<file path="config.mk">
export PLATFORM = sky130hd
export DESIGN_NAME = csbi_ctrl
export DESIGN_NICKNAME = d
export VERILOG_FILES = /design/src/rtl/csbi_pkg.sv /design/src/rtl/csbi_ctrl.sv
export SDC_FILE = /design/constraint.sdc
export NUM_CORES = 1
export LEC_CHECK = 0
export ABC_AREA = 1
export BUFFER_PORTS_ARGS = -buffer_cell sky130_fd_sc_hd__buf_2
export CORE_AREA = 2 2 39 41
export CTS_CLUSTER_SIZE = 40
export DETAILED_ROUTE_END_ITERATION = 16
export DIE_AREA = 0 0 41 43
export GPL_ROUTABILITY_DRIVEN = 0
export SLEW_MARGIN = 20
export SYNTH_ARGS = -nofsm -noshare
export SYNTH_HDL_FRONTEND = slang
export SYNTH_SLANG_ARGS = --single-unit
export TNS_END_PERCENT = 1
</file>
<file path="constraint.sdc">
create_clock -name clk -period 1.4 [get_ports clk]
set_input_delay 0.21 -clock clk [delete_from_list [all_inputs] [get_ports clk]]
set_output_delay 0.21 -clock clk [all_outputs]
set_load 0.05 [all_outputs]
</file>
<file path="src/rtl/csbi_pkg.sv">
package csbi_pkg;

  localparam int MAX_ITEMS_DEF   = 1024;
  localparam int MAX_BUCKETS_DEF = 256;

  localparam int KEY_W       = 16;
  localparam int CMD_W       = 2;
  localparam int ADDR_W      = 11;
  localparam int VAL_W       = 11;
  localparam int STAT_W      = 2;
  localparam int CFG_IDX_W   = 1;
  localparam int RS_W        = 18;
  localparam int IN_TDATA_W  = 32;
  localparam int OUT_TDATA_W = 16;

  localparam logic [CMD_W-1:0] CMD_LOAD      = 2'd0;
  localparam logic [CMD_W-1:0] CMD_RD_PREFIX = 2'd1;
  localparam logic [CMD_W-1:0] CMD_RD_SORTED = 2'd2;

  localparam logic [STAT_W-1:0] ST_OK         = 2'd0;
  localparam logic [STAT_W-1:0] ST_BAD_ADDR   = 2'd1;
  localparam logic [STAT_W-1:0] ST_OVERFLOW   = 2'd2;
  localparam logic [STAT_W-1:0] ST_RANGE_WIDE = 2'd3;

  localparam logic [CFG_IDX_W-1:0] REG_KEY_MIN = 1'b0;
  localparam logic [CFG_IDX_W-1:0] REG_KEY_MAX = 1'b1;

  typedef enum logic [3:0] {
    S_CLR, S_IDLE, S_EXEC, S_LD_WR, S_PFX0, S_PFX_RD, S_PFX_WR,
    S_SC_RDK, S_SC_RDC, S_SC_WR, S_RD_WAIT, S_DONE
  } state_t;

  typedef enum logic [3:0] {
    OP_NONE, OP_CLR, OP_ACCEPT, OP_LOAD, OP_READ, OP_LD_WR, OP_PFX_INIT,
    OP_PFX_RD, OP_PFX_WR, OP_SC_RDK, OP_SC_RDC, OP_SC_WR, OP_RD_CAP, OP_DONE
  } dp_op_t;

  typedef struct packed {
    dp_op_t op;
  } dp_cmd_t;

  typedef struct packed {
    logic [CMD_W-1:0] cmd;
    logic             in_fire;
    logic             last;
    logic             ld_wide;
    logic             ld_inc;
    logic             pfx_done;
    logic             scat_done;
    logic             clr_done;
    logic             out_free;
    logic             clear_pending;
  } dp_stat_t;

endpackage

</file>
<file path="src/rtl/csbi_ctrl.sv">
module csbi_ctrl import csbi_pkg::*; (
  input  logic     clk,
  input  logic     rst,
  input  dp_stat_t stat,
  output dp_cmd_t  cmd
);

  state_t state, state_next;

  always_ff @(posedge clk) begin
    if (rst) begin
      state <= S_CLR;
    end else begin
      state <= state_next;
    end
  end

  always_comb begin
    state_next = state;
    unique case (state)
      S_CLR:     if (stat.clr_done) state_next = S_IDLE;
      S_IDLE:    if (stat.in_fire) state_next = S_EXEC;
      S_EXEC: begin
        priority if (stat.cmd != CMD_LOAD) state_next = S_RD_WAIT;
        else if (stat.ld_wide)             state_next = S_DONE;
        else if (stat.ld_inc)              state_next = S_LD_WR;
        else if (stat.last)                state_next = S_PFX0;
        else                               state_next = S_DONE;
      end
      S_LD_WR:   state_next = stat.last ? S_PFX0 : S_DONE;
      S_PFX0:    state_next = S_PFX_RD;
      S_PFX_RD:  state_next = stat.pfx_done ? S_SC_RDK : S_PFX_WR;
      S_PFX_WR:  state_next = S_PFX_RD;
      S_SC_RDK:  state_next = stat.scat_done ? S_DONE : S_SC_RDC;
      S_SC_RDC:  state_next = S_SC_WR;
      S_SC_WR:   state_next = S_SC_RDK;
      S_RD_WAIT: state_next = S_DONE;
      S_DONE: begin
        if (stat.out_free) state_next = stat.clear_pending ? S_CLR : S_IDLE;
      end
      default:   state_next = S_IDLE;
    endcase
  end

  always_comb begin
    cmd.op = OP_NONE;
    unique case (state)
      S_CLR:     cmd.op = OP_CLR;
      S_IDLE:    cmd.op = OP_ACCEPT;
      S_EXEC:    cmd.op = (stat.cmd == CMD_LOAD) ? OP_LOAD : OP_READ;
      S_LD_WR:   cmd.op = OP_LD_WR;
      S_PFX0:    cmd.op = OP_PFX_INIT;
      S_PFX_RD:  cmd.op = OP_PFX_RD;
      S_PFX_WR:  cmd.op = OP_PFX_WR;
      S_SC_RDK:  cmd.op = OP_SC_RDK;
      S_SC_RDC:  cmd.op = OP_SC_RDC;
      S_SC_WR:   cmd.op = OP_SC_WR;
      S_RD_WAIT: cmd.op = OP_RD_CAP;
      S_DONE:    cmd.op = OP_DONE;
      default:   cmd.op = OP_NONE;
    endcase
  end

endmodule

</file>
Word-level counts from Yosys, hierarchy flattened:

Index checks and enable logic that the tools add are counted.

* word-level logic and storage cells: 33
* input port bits: 13
* bits in writable memories: 0
* bits in latches: 0
* memory bits (read-only): 0
* memories kept: 0
* flip-flop bits (word level): 4

* shifts and indexed selects: 0
* mux-type cells: 13
* reduce and logical (&&, ||, !) cells: 5
* equality and inequality tests: 14
* div/mod/pow operators: 0
* $add $sub $neg: 0
* $mul: 0
* magnitude comparators: 0
* bitwise operators: 0

Operators by type and width (number)
* case mux 4 bit (12 select lines): 1
* case mux 4 bit (11 select lines): 1
* two-way mux 4 bit: 7
* equality test 4 x 3 -> 1 bit (second input constant): 4
* equality test 4 bit (second input constant): 4
* equality test 4 x 2 -> 1 bit (second input constant): 2
* != test 2 bit (second input constant): 3
* equality test 4 x 1 -> 1 bit (second input constant): 1
* logical NOT 4 bit: 1
* two-way mux 3 bit: 1
* AND reduction 3 bit: 1
* logical NOT 2 bit: 1
* two-way mux 1 bit: 2
* two-way mux 2 bit: 1
* nonzero test 2 bit: 1
* OR reduction 2 bit: 1

Depth between registers and ports, before layout:

* depth after elaboration: 5
* mapped depth: 10

Least setup slack after synthesis:

Ideal clock, no wire load.

* path type: reg2out
* from: register state[2]
* to: output port cmd[3] (netlist bit)
* required time: 1.190 ns
* data arrival time: 1.701 ns
* path buffers: 0
* cell stages (with the launch flop): 5
* setup slack: -0.511 ns
* cell sequence: dfxtp_1 -> inv_2 -> nor2_4 -> inv_2 -> o21ai_0

RTL lines
* from (decl): line csbi_ctrl.sv:8 `state_t state, state_next;`
* from (signal assigned): line csbi_ctrl.sv:14 `state <= state_next;`
* to (decl): line csbi_ctrl.sv:5 `output dp_cmd_t cmd`

==> run_summary.xml <==
<?xml version="1.0" encoding="UTF-8"?>
<metrics>
  <group name="placed_design">
    <metric name="dpl_worst_slack" unit="ns">0.03729</metric>
    <metric name="io_buffers" unit="">16</metric>
    <metric name="dp_hpwl" unit="µm">1056</metric>
  </group>
  <group name="critical_path">
    <metric name="worst_ep_arrival_time" unit="ns">1.27</metric>
    <metric name="setup.worst_path.start" unit="">state[3]$_SDFFE_PP0P_</metric>
    <metric name="critPathKind" unit="">reg -&gt; out</metric>
    <metric name="worst-r2r-setup-slack" unit="ns">0.14</metric>
    <metric name="timing.critical_path.to_type" unit="">primary output</metric>
    <metric name="timing.critical_path.fanout_max" unit="">5</metric>
    <metric name="required_time_of_the_critical_path" unit="ns">1.19</metric>
    <metric name="critical_path.reg2reg.startpoint" unit="">state[3]$_SDFFE_PP0P_</metric>
    <metric name="crit_path_start_kind" unit="">flop</metric>
    <metric name="r2r_cells" unit="">8</metric>
  </group>
  <group name="pwr">
    <metric name="seq_power_share" unit="%">14.6</metric>
    <metric name="overall_power" unit="mW">1.560</metric>
    <metric name="switching_share" unit="%">51.91</metric>
    <metric name="power_frac_clock" unit="%">9.2</metric>
    <metric name="share_comb_of_total_power" unit="%">76.2</metric>
    <metric name="power-per-cell-area" unit="nW/µm²">2203</metric>
    <metric name="power.ir.vdd_worst" unit="V">0.001268</metric>
    <metric name="total_switching_power" unit="µW">809.9</metric>
    <metric name="internal-power" unit="µW">750.2</metric>
    <metric name="leakagePower" unit="nW">0.3718</metric>
  </group>
  <group name="min_path">
    <metric name="min-delay-start" unit="">rst</metric>
    <metric name="hold_path_class" unit="">in -&gt; reg</metric>
    <metric name="whs_path_depth" unit="">2</metric>
  </group>
  <group name="die">
    <metric name="die_h" unit="µm">43</metric>
    <metric name="die_w" unit="µm">41</metric>
    <metric name="fp.dieArea" unit="µm²">1763</metric>
    <metric name="design.core.area" unit="µm²">1384</metric>
    <metric name="initial_utilization" unit="%">31.01</metric>
    <metric name="ioPinCount" unit="">17</metric>
    <metric name="placementRows" unit="">14</metric>
  </group>
  <group name="layout">
    <metric name="largest_register_ff_count" unit="">4</metric>
    <metric name="fill_cells" unit="">141</metric>
    <metric name="commonest_non_fill_non_tap_cell_in_the_layout" unit="">sky130_fd_sc_hd__nand2_1</metric>
    <metric name="final_cell_mix" unit="">sky130_fd_sc_hd__nand2_1, sky130_fd_sc_hd__nor2_1, sky130_fd_sc_hd__buf_4</metric>
    <metric name="layout_top_registers" unit="">state (4)</metric>
    <metric name="multi_input_area" unit="µm²">325.3</metric>
    <metric name="layout-drive-gt1-share" unit="%">44.14</metric>
    <metric name="top_register" unit="">state</metric>
    <metric name="num_antenna_cells" unit="">0</metric>
    <metric name="layout-area-overhead-vs-synth" unit="%">65.01</metric>
    <metric name="post_layout_utilization_of_the_core" unit="%">51.18</metric>
    <metric name="final-seq-area" unit="µm²">90.09</metric>
    <metric name="nNetsFinal" unit="">126</metric>
  </group>
  <group name="synth">
    <metric name="synth_cell_types" unit="">16</metric>
    <metric name="yosys-top-cells-area" unit="">sky130_fd_sc_hd__dfxtp_1, sky130_fd_sc_hd__nand2_1, sky130_fd_sc_hd__nor2_1</metric>
    <metric name="synth.ff_latch_count" unit="">4</metric>
    <metric name="syn-mean-instance-area" unit="µm²">5.365</metric>
    <metric name="yosys_warnings" unit="">0</metric>
    <metric name="postSynthNetCount" unit="">93</metric>
    <metric name="synth_seq_area_share" unit="%">18.66</metric>
    <metric name="synth_largest_area_cell" unit="">sky130_fd_sc_hd__dfxtp_1</metric>
    <metric name="synth.top_cell.area_share" unit="%">18.66</metric>
    <metric name="syn_area" unit="µm²">429.2</metric>
    <metric name="syn_inst" unit="">80</metric>
  </group>
  <group name="sta">
    <metric name="setup_viol" unit="">3</metric>
    <metric name="rsz0062_at_grt" unit="">true</metric>
    <metric name="drv_slew" unit="">0</metric>
    <metric name="max_freq" unit="MHz">674.9</metric>
    <metric name="worst_slew_margin_rel" unit="%">84.96</metric>
    <metric name="tightest_slew" unit="ns">0.2248</metric>
    <metric name="fin_ws" unit="ns">-0.08163</metric>
    <metric name="finClkSkew" unit="ns">0.001050</metric>
    <metric name="report.final.hold_viol_count" unit="">0</metric>
    <metric name="min_period" unit="ns">1.482</metric>
    <metric name="fin_crit_sh" unit="%">105.8</metric>
  </group>
  <group name="global_routing">
    <metric name="grt_start_max_net_pins" unit="">7</metric>
    <metric name="first_global_vias" unit="">555</metric>
    <metric name="first_pass_grt_wire_length" unit="µm">2256</metric>
    <metric name="gr-usage-all-layers" unit="%">18.19</metric>
    <metric name="number_of_antenna_violations_at_the_first_check_in_global_routing" unit="">0</metric>
    <metric name="grt_overflow_total" unit="">0</metric>
  </group>
  <group name="detailed_routing">
    <metric name="routedWlPerCell" unit="µm">10.21</metric>
    <metric name="via_per_inst" unit="">4.764</metric>
    <metric name="num_vias" unit="">605</metric>
    <metric name="route.final.wire_length" unit="µm">1297</metric>
    <metric name="drt_iter0_drc" unit="">13</metric>
    <metric name="detail_route.drc_violations" unit="">0</metric>
    <metric name="antenna_violating_nets_post_route" unit="">0</metric>
    <metric name="dr.pass1.iters" unit="">4</metric>
  </group>
  <group name="cts">
    <metric name="clk-insertion-delay-late" unit="ns">0.23</metric>
    <metric name="ctsLongestPathBuffers" unit="">2</metric>
    <metric name="cts.root.buffer_cell" unit="">sky130_fd_sc_hd__clkbuf_4</metric>
    <metric name="clk_transition_reported_paths" unit="ns">0.04</metric>
    <metric name="clock_h_tree_levels" unit="">1</metric>
    <metric name="cts_sinks" unit="">4</metric>
    <metric name="cts_tree" unit="">yes</metric>
    <metric name="cts_hold_repair.buffers" unit="">0</metric>
    <metric name="tritoncts.num_buffers" unit="">3</metric>
  </group>
  <group name="job">
    <metric name="drv_cap" unit="">0</metric>
  </group>
  <group name="status">
    <metric name="failing_checks" unit="">setup timing</metric>
    <metric name="status" unit="">finished with violations</metric>
  </group>
</metrics>
-- power groups by stage --
stage | Sequential (mW) | Combinational [mW] | Clock (mW)
2_1_floorplan | 0.203 | 0.718 | 0
3_3_place_gp | 0.219 | 1.03 | 0
3_5_place_dp | 0.216 | 1.03 | 0
4_1_cts | 0.223 | 1.12 | 0.147
5_1_grt | 0.235 | 1.28 | 0.160
6_report | 0.228 | 1.19 | 0.143
-- critical path: stages (launching register included) --
cell and delay, ns:
sky130_fd_sc_hd__dfxtp_4 0.38, sky130_fd_sc_hd__inv_2 0.05, sky130_fd_sc_hd__nor2_4 0.18, sky130_fd_sc_hd__nor2_4 0.05, sky130_fd_sc_hd__o211ai_1 0.15, sky130_fd_sc_hd__buf_4 0.22
-- synth_stat cells --
cell type and count:
sky130_fd_sc_hd__o22ai_1 1, sky130_fd_sc_hd__nand3b_1 1, sky130_fd_sc_hd__o2111ai_1 1, sky130_fd_sc_hd__inv_1 12
sky130_fd_sc_hd__nand2_1 19, sky130_fd_sc_hd__a21oi_1 1, sky130_fd_sc_hd__nor2_1 14, sky130_fd_sc_hd__nor2_4 2
sky130_fd_sc_hd__a41oi_1 1, sky130_fd_sc_hd__nand3_1 9, sky130_fd_sc_hd__inv_2 3, sky130_fd_sc_hd__dfxtp_1 4
sky130_fd_sc_hd__o21ai_0 8, sky130_fd_sc_hd__nor3_1 1, sky130_fd_sc_hd__o211ai_1 1, sky130_fd_sc_hd__nor2_2 2
-- path summary, 6_finish.rpt --
| kind | endpoint |
|---|---|
| worst max-delay path | cmd[1] |
| worst min-delay path | state[1]$_SDFFE_PP0P_ |
| worst max register to register | state[0]$_SDFFE_PP0P_ |
| worst min register to register | state[2]$_SDFFE_PP0P_ |
-- kinds of logic (layout without fill, tap and decap cells) --
logic type | count (synthesis) | count (layout) | share of synthesized area (%)
flip-flops | 4 | 4 | 18.66
AO/OA/AOI/OAI | 13 | 13 | 17.79
AND/OR/NAND/NOR | 48 | 48 | 50.44
buffers and inverters | 15 | 46 | 13.12
-- repair_timing --
action                                  in CTS  in global routing
endpoints found under the setup margin       4                  4
buffers inserted                             1                  3
resized for setup                            9                  6
pin swaps                                    5                  5
-- per-stage QoR --
| stage | std cells | setup TNS [ns] | hold slack [ns] | instance area [µm²] |
|---|---|---|---|---|
| global placement | 120 | 0 | 0.4096 | 613.1 |
| finish | 127 | -0.1980 | 0.1604 | 708.2 |
| global route | 127 | -0.4365 | 0.1594 | 708.2 |
| CTS | 124 | -0.2292 | 0.1586 | 669.4 |
| detailed placement | 120 | 0 | 0.4052 | 613.1 |
| floorplan | 80 | -0.3421 | 0.2727 | 452.9 |
-- area by class of cell --
class / instances / share of cell area (%)
clock buffer: 3 / 3.180
sequential: 4 / 12.72
multi-input combinational: 61 / 45.94
tap: 16 / 2.827
timing repair buffer: 28 / 27.03
inverter: 15 / 8.304
-- layer usage --
metal | up-vias | track usage (%) | wire length [µm]
li1 | 320 | - | -
met1 | 263 | 24.19 | 592
met2 | 20 | 29.38 | 617
met3 | 2 | 1.571 | 70
met4 | 0 | 6.000 | 17
met5 | - | 0 | 0
Power figures use the tool's default switching activity.
